==> config.mk <==
export PLATFORM = sky130hd
export DESIGN_NAME = close_payload_validator_core
export DESIGN_NICKNAME = d
export VERILOG_FILES = /design/src/rtl/cpv_pkg.sv /design/src/rtl/cpv_step.sv /design/src/rtl/close_payload_validator_core.sv
export SDC_FILE = /design/constraint.sdc
export NUM_CORES = 1
export LEC_CHECK = 0
export ABC_CLOCK_PERIOD_IN_PS = 5700
export BUFFER_PORTS_ARGS = -buffer_cell sky130_fd_sc_hd__buf_2
export CAP_MARGIN = 20
export CORE_ASPECT_RATIO = 1.2
export CORE_UTILIZATION = 65
export CTS_BUF_LIST = sky130_fd_sc_hd__clkbuf_4
export DETAILED_ROUTE_END_ITERATION = 8
export PLACE_DENSITY_LB_ADDON = 0.25
export SYNTH_ARGS = -nofsm -noshare
export SYNTH_HDL_FRONTEND = slang
export SYNTH_SLANG_ARGS = --single-unit
==> constraint.sdc <==
create_clock -name clk -period 5.7 [get_ports clk]
set_input_delay 0.57 -clock clk [delete_from_list [all_inputs] [get_ports clk]]
set_output_delay 0.57 -clock clk [all_outputs]
set_load 0.01 [all_outputs]
==> src/rtl/cpv_pkg.sv <==
`default_nettype none
package cpv_pkg;

  typedef enum logic [1:0] {
    STATUS_OK,
    STATUS_PROTO_ERR,
    STATUS_DATA_ERR
  } status_t;

  // lowest legal code point of the sequence under assembly
  localparam logic [1:0] MINC_NONE = 2'd0;
  localparam logic [1:0] MINC_2B   = 2'd1;
  localparam logic [1:0] MINC_3B   = 2'd2;
  localparam logic [1:0] MINC_4B   = 2'd3;

  localparam logic [15:0] CODE_MIN_A = 16'd1000;
  localparam logic [15:0] CODE_MAX_A = 16'd1003;
  localparam logic [15:0] CODE_MIN_B = 16'd1007;
  localparam logic [15:0] CODE_MAX_B = 16'd1014;
  localparam logic [15:0] CODE_MIN_C = 16'd3000;
  localparam logic [15:0] CODE_MAX_C = 16'd4999;

  localparam logic [20:0] CP_MAX  = 21'h10FFFF;
  localparam logic [20:0] SURR_LO = 21'h00D800;
  localparam logic [20:0] SURR_HI = 21'h00DFFF;

  typedef struct packed {
    logic [1:0]  byte_position;
    logic [15:0] code_value;
    logic        code_bad;
    logic [20:0] partial_codepoint;
    logic [1:0]  bytes_pending;
    logic [1:0]  minimum_class;
    logic        text_bad;
  } state_t;

  localparam state_t STATE_RESET = '0;

  typedef struct packed {
    status_t     status;
    logic        code_present;
    logic [15:0] close_code;
  } result_t;

  function automatic logic code_allowed(input logic [15:0] c);
    code_allowed = (c >= CODE_MIN_A && c <= CODE_MAX_A) ||
                   (c >= CODE_MIN_B && c <= CODE_MAX_B) ||
                   (c >= CODE_MIN_C && c <= CODE_MAX_C);
  endfunction

  function automatic logic [20:0] class_min(input logic [1:0] cls);
    case (cls)
      MINC_NONE: class_min = 21'h000000;
      MINC_2B:   class_min = 21'h000080;
      MINC_3B:   class_min = 21'h000800;
      MINC_4B:   class_min = 21'h010000;
      default:   class_min = 21'h000000;
    endcase
  endfunction

endpackage
`default_nettype wire

==> src/rtl/cpv_step.sv <==
`default_nettype none
// One item's update of the decoder state, plus the verdict on the last item.
module cpv_step (
  input  wire logic [7:0]      data_byte,
  input  wire logic            empty_payload,
  input  wire logic            last_byte,
  input  wire cpv_pkg::state_t cur,
  output cpv_pkg::state_t      nxt,
  output logic                 done,
  output cpv_pkg::result_t     res
);

  cpv_pkg::state_t txt;
  cpv_pkg::state_t upd;
  logic [20:0]     cp_acc;

  assign cp_acc = {cur.partial_codepoint[14:0], data_byte[5:0]};

  // UTF-8 decoder step, used once the close code is complete
  always_comb begin
    txt = cur;
    if (!cur.text_bad) begin
      if (cur.bytes_pending == 2'd0) begin
        if (!data_byte[7]) begin
          txt = cur;
        end else if (data_byte >= 8'hC2 && data_byte <= 8'hDF) begin
          txt.partial_codepoint = {16'd0, data_byte[4:0]};
          txt.bytes_pending     = 2'd1;
          txt.minimum_class     = cpv_pkg::MINC_2B;
        end else if (data_byte >= 8'hE0 && data_byte <= 8'hEF) begin
          txt.partial_codepoint = {17'd0, data_byte[3:0]};
          txt.bytes_pending     = 2'd2;
          txt.minimum_class     = cpv_pkg::MINC_3B;
        end else if (data_byte >= 8'hF0 && data_byte <= 8'hF4) begin
          txt.partial_codepoint = {18'd0, data_byte[2:0]};
          txt.bytes_pending     = 2'd3;
          txt.minimum_class     = cpv_pkg::MINC_4B;
        end else begin
          txt.text_bad = 1'b1;
        end
      end else if (data_byte[7:6] != 2'b10) begin
        txt.text_bad = 1'b1;
      end else begin
        txt.partial_codepoint = cp_acc;
        txt.bytes_pending     = cur.bytes_pending - 2'd1;
        if (cur.bytes_pending == 2'd1) begin
          if (cp_acc < cpv_pkg::class_min(cur.minimum_class) || cp_acc > cpv_pkg::CP_MAX ||
              (cp_acc >= cpv_pkg::SURR_LO && cp_acc <= cpv_pkg::SURR_HI)) begin
            txt.text_bad = 1'b1;
          end
          txt.partial_codepoint = '0;
          txt.minimum_class     = cpv_pkg::MINC_NONE;
        end
      end
    end
  end

  // close code collection, then the text path
  always_comb begin
    upd = cur;
    if (!empty_payload) begin
      case (cur.byte_position)
        2'd0: begin
          upd.code_value    = {data_byte, 8'd0};
          upd.byte_position = 2'd1;
        end
        2'd1: begin
          upd.code_value    = {cur.code_value[15:8], data_byte};
          upd.code_bad      = !cpv_pkg::code_allowed({cur.code_value[15:8], data_byte});
          upd.byte_position = 2'd2;
        end
        default: begin
          upd = txt;
        end
      endcase
    end
  end

  assign done = empty_payload || last_byte;
  assign nxt  = done ? cpv_pkg::STATE_RESET : upd;

  always_comb begin
    res.status       = cpv_pkg::STATUS_OK;
    res.code_present = 1'b0;
    res.close_code   = 16'd0;
    if (upd.byte_position == 2'd1) begin
      res.status = cpv_pkg::STATUS_PROTO_ERR;
    end else if (upd.byte_position != 2'd0) begin
      res.code_present = 1'b1;
      res.close_code   = upd.code_value;
      if (upd.code_bad) begin
        res.status = cpv_pkg::STATUS_PROTO_ERR;
      end else if (upd.text_bad || upd.bytes_pending != 2'd0) begin
        res.status = cpv_pkg::STATUS_DATA_ERR;
      end
    end
  end

endmodule
`default_nettype wire

==> src/rtl/close_payload_validator_core.sv <==
// Close frame payload validator.
// Input channel (in_valid/in_ready): one item per payload byte, in order.
//   in_last_byte marks the final byte; in_empty_payload marks a payload
//   with no bytes (or ends one early) and counts as last on its own.
// Result channel (out_valid/out_ready): exactly one item per payload, after
//   its last item: out_status 0 ok, 1 protocol error (one-byte payload or
//   close code outside 1000-1003, 1007-1014, 3000-4999), 2 bad UTF-8 after
//   the code; out_code_present and out_close_code report the code.
// Throughput: one item per cycle while no last item is blocked. Every item
//   lands in an input register; from there a single short pass updates the
//   code/UTF-8 state and, on a last item, loads the result register.
// Output: out_valid and the result fields come straight from the result
//   register, which a last item loads as it leaves the input register.
// Stall: while a result waits on out_ready, items that give no result keep
//   flowing; a last item waits in the input register and in_ready drops
//   only once that register is occupied and blocked.
// Reset (rst_n low, synchronous): decoder state goes to its idle value and
//   both registers empty; no result is held over.
`default_nettype none
module close_payload_validator_core (
  input  wire logic        clk,
  input  wire logic        rst_n,
  input  wire logic        in_valid,
  output logic             in_ready,
  input  wire logic [7:0]  in_data_byte,
  input  wire logic        in_empty_payload,
  input  wire logic        in_last_byte,
  output logic             out_valid,
  input  wire logic        out_ready,
  output logic [1:0]       out_status,
  output logic             out_code_present,
  output logic [15:0]      out_close_code
);

  // input register
  logic        iv_r;
  logic [7:0]  idata_r;
  logic        iempty_r;
  logic        ilast_r;

  // decoder state, result register
  cpv_pkg::state_t  st_r;
  cpv_pkg::state_t  st_nxt;
  cpv_pkg::result_t res_nxt;
  cpv_pkg::result_t res_r;
  logic             ov_r;
  logic             done;

  logic out_free;
  logic advance;

  cpv_step u_step (
    .data_byte     (idata_r),
    .empty_payload (iempty_r),
    .last_byte     (ilast_r),
    .cur           (st_r),
    .nxt           (st_nxt),
    .done          (done),
    .res           (res_nxt)
  );

  // an item without a result never waits on the output side
  assign out_free = !ov_r || out_ready;
  assign advance  = iv_r && (!done || out_free);
  assign in_ready = !iv_r || advance;

  always_ff @(posedge clk) begin
    if (!rst_n) begin
      iv_r <= 1'b0;
      ov_r <= 1'b0;
      st_r <= cpv_pkg::STATE_RESET;
    end else begin
      if (in_ready) begin
        iv_r <= in_valid;
      end
      if (advance) begin
        st_r <= st_nxt;
      end
      if (advance && done) begin
        ov_r <= 1'b1;
      end else if (out_ready) begin
        ov_r <= 1'b0;
      end
    end
  end

  // payload registers
  always_ff @(posedge clk) begin
    if (in_valid && in_ready) begin
      idata_r  <= in_data_byte;
      iempty_r <= in_empty_payload;
      ilast_r  <= in_last_byte;
    end
    if (advance && done) begin
      res_r <= res_nxt;
    end
  end

  assign out_valid        = ov_r;
  assign out_status       = res_r.status;
  assign out_code_present = res_r.code_present;
  assign out_close_code   = res_r.close_code;

endmodule
`default_nettype wire

==> flow_summary_export.csv <==
group,metric,value,unit
global_routing,grt_pass1_vias,2567,
job,drv_cap,0,
timing,fmax,395.3,MHz
power_and_ir_drop,irDropWorstVdd,0.0002034,V
setup_path,rr_worst_depth,5,
floorplan,ios,35,
clock_tree,cts.sinks,70,
logic_synthesis,async_flop_share,0,
min_path,hold_start,"in_last_byte",
logic_synthesis,synth_warnings,0,
logic_synthesis,synth_compound_area_frac,0.2125,
clock_tree,cts_tree,"done",
logic_synthesis,synth_area_leaders,"edfxtp_1 25%, dfxtp_1 24%, a22oi_1 3.5%",
clock_tree,clockBufferDepth,2,
cells_and_area,multi_input_area,1633,um^2
power_and_ir_drop,leakagePower,1.289,nW
timing,finalHoldViolations,0,
drt,vias,2820,
logic_synthesis,yosys.area.top_type,"edfxtp_1",
drt,ant_nets,0,
drt,wirelength,7314,um
timing,setup_viol,0,
floorplan,std_cell_rows,28,
cells_and_area,final_nets,391,
setup_path,crit_fanout,13,
logic_synthesis,netlist_area,3456,um^2
placed_design,finalWeightedCongestion,0.9603,
setup_path,criticalPathCategory,"reg -> reg",
drt,viasPerCell,6.468,
clock_tree,clk_latency,420,ps
setup_path,r2r-end,"st_r[9]",
floorplan,dieArea,5613,um^2
logic_synthesis,synth_xor_area_frac,0,
setup_path,reg2reg_from,"iempty_r",
timing,period_share,0.4439,
drt,remaining_drc_errors,0,
timing,finClkSkew,11.46,ps
floorplan,start_util,0.6898,
min_path,min_path_cells,1,
clock_tree,post_cts_buffers,0,
logic_synthesis,ys.flop_type,"dfxtp_1",
global_routing,grt_max_degree,44,
setup_path,arrival,2870,ps
status,status,"finished clean",
logic_synthesis,syn_nets,365,
timing,worstMarginPinSlew,1073,ps
logic_synthesis,synth_edf_count,29,
global_routing,grt_pass1_wl,11610,um
clock_tree,cts_max_level,3,
drt,wl_per_cell,16.78,um
clock_tree,cts_made_buffers,9,
logic_synthesis,yosys.area_share.simple,0.2151,
logic_synthesis,synthAdderAreaFrac,0.02172,
timing,min_period,2530,ps
cells_and_area,regArea,1692,um^2
min_path,hold_end,"ilast_r",
cells_and_area,drive_gt1_frac,0.1729,
timing,slew_headroom,0.2795,
timing,rsz0062_at_grt,"no",
drt,drtIter0Drc,291,
logic_synthesis,ys_seq_area_frac,0.4895,
clock_tree,cts_root_buf,"clkbuf_4",
clock_tree,ctsResizeCount,0,
cells_and_area,antennaDiodeCount,0,
logic_synthesis,syn_inst,345,
setup_path,startpoint_type,"flop",
setup_path,ff2ff_setup_slack,3170,ps
global_routing,grt_antenna_before_repair,0,
placed_design,port_buffers,34,
global_routing,track_usage,0.2872,
floorplan,core,5010,um^2
cells_and_area,fin_area,3744,um^2
setup_path,worst_ep_required_time,6040,ps
power_and_ir_drop,finalPower,0.0009137,W
cells_and_area,areaGrowthSynthToFinish,8.327,%
logic_synthesis,synth-seq-cells,70,
clock_tree,cts_hold_buf,0,
drt,drt_first_pass_iters,6,
min_path,worst_hold_path_type,"in -> reg",
floorplan,die_h,81.88,um
timing,hold_slack,326.6,ps
clock_tree,path_clk_slew,110,ps
placed_design,post_dp_cell_area,3611,um^2
timing,tns,0,ps
logic_synthesis,syn_area_per_cell,10.02,um^2
floorplan,die_w,68.56,um
placed_design,hpwl,5073,um
logic_synthesis,yosys.cell_types.count,63,
logic_synthesis,synthMuxAreaShare,0.02317,
timing,finalMaxSlewViolations,0,
logic_synthesis,synth_top_family_by_area,"simple AND/OR/NAND/NOR gates",
logic_synthesis,netlist.area_leader.share,0.2520,
cells_and_area,fill_cells,371,
setup_path,crit_path_end_kind,"flop",
power_and_ir_drop,p_per_area,244.1,nW/um^2
global_routing,grt_overflow_total,0,
worst max path at each step:
stage	depth (start not counted)	start	slack (ps)	to
floorplan	6	iempty_r	3780	st_r[5]
global placement	6	out_ready	3230	st_r[18]
detailed placement	6	out_ready	3130	st_r[9]
CTS	5	iempty_r	3220	st_r[9]
global route	5	iempty_r	3000	st_r[9]
finish	5	iempty_r	3170	st_r[9]
worst max-delay path, stage by stage, from the launching register on:
cell,delay [ps]
edfxtp_1,570
nor2_2,150
o21ai_1,860
nor2_2,250
a21oi_4,380
mux2i_1,240
cells in the mapped netlist, types with 2 or more instances:
master and instances:
a21boi_1 9, a21oi_1 15, a22oi_1 16, a31o_1 2, a31oi_1 2, a32o_1 3
and2_1 12, and3_1 5, buf_2 6, clkbuf_1 11, dfxtp_1 41, edfxtp_1 29
ha_1 6, inv_1 8, inv_2 3, mux2i_1 8, nand2_1 23, nand2b_1 4
nand3_1 8, nand4_1 11, nor2_1 24, nor2_2 2, nor2b_1 19, nor3_1 6
nor4_1 5, o211ai_1 11, o21a_1 4, o21ai_0 9, o21ai_1 3, o22ai_1 2
o31ai_4 2, or3_1 3, or4_1 3
final cells by class:
class	count	area share
multi-input combinational	245	0.4362
sequential	70	0.4519
timing repair buffer	34	0.04545
clock buffer	9	0.01805
clock inverter	7	0.01738
inverter	11	0.01103
tap	60	0.02005
registers in the layout (all words and copies together) (netlist names):
register,count
st_r,39
out_close_code,16
idata_r,8
out_status,2
iempty_r,1
ilast_r,1
iv_r,1
out_code_present,1
out_valid,1
through the flow:
| step | instances | setup WS, ps | util |
|---|---|---|---|
| 5_1_grt | 436 | 3002 | 0.7473 |
| 3_5_place_dp | 420 | 3127 | 0.7208 |
| 4_1_cts | 436 | 3219 | 0.7473 |
| 6_report | 436 | 3170 | 0.7473 |
| 2_1_floorplan | 345 | 3779 | - |
| 3_3_place_gp | 420 | 3232 | 0.7208 |
power breakdown:
part | switching, W | internal, W | leakage [nW]
Clock | 0.000170 | 0.000131 | 0.0731
Combinational | 0.0000413 | 0.0000232 | 0.613
Sequential | 0.0000156 | 0.000533 | 0.602
Total | 0.000227 | 0.000687 | 1.29
layout by cell type, fill, tap and decap left out, types with 6 or more instances in the layout:
cell type	count
nand4_1	11
o21ai_0	9
a22oi_1	16
nor2b_1	19
dfxtp_1	41
nand2_1	23
o211ai_1	11
a21boi_1	9
nor3_1	6
mux2i_1	8
ha_1	6
inv_1	8
edfxtp_1	29
clkbuf_4	9
nand3_1	8
buf_2	34
and2_1	12
a21oi_1	15
nor2_1	24
routing by layer:
layer | track usage | routed length (um)
met4 | 0.1583 | 251
met3 | 0.06944 | 551
met1 | 0.3452 | 2908
met5 | 0 | 0
met2 | 0.4647 | 3603
kinds of logic after synthesis:
kind of cell	Yosys count
AO/OA/AOI/OAI	96
adder cells (fa/ha/maj)	6
buffers and inverters	30
multiplexers	8
AND/OR/NAND/NOR	135
flip-flops	70
No activity file was read; power rests on OpenSTA's default activity.
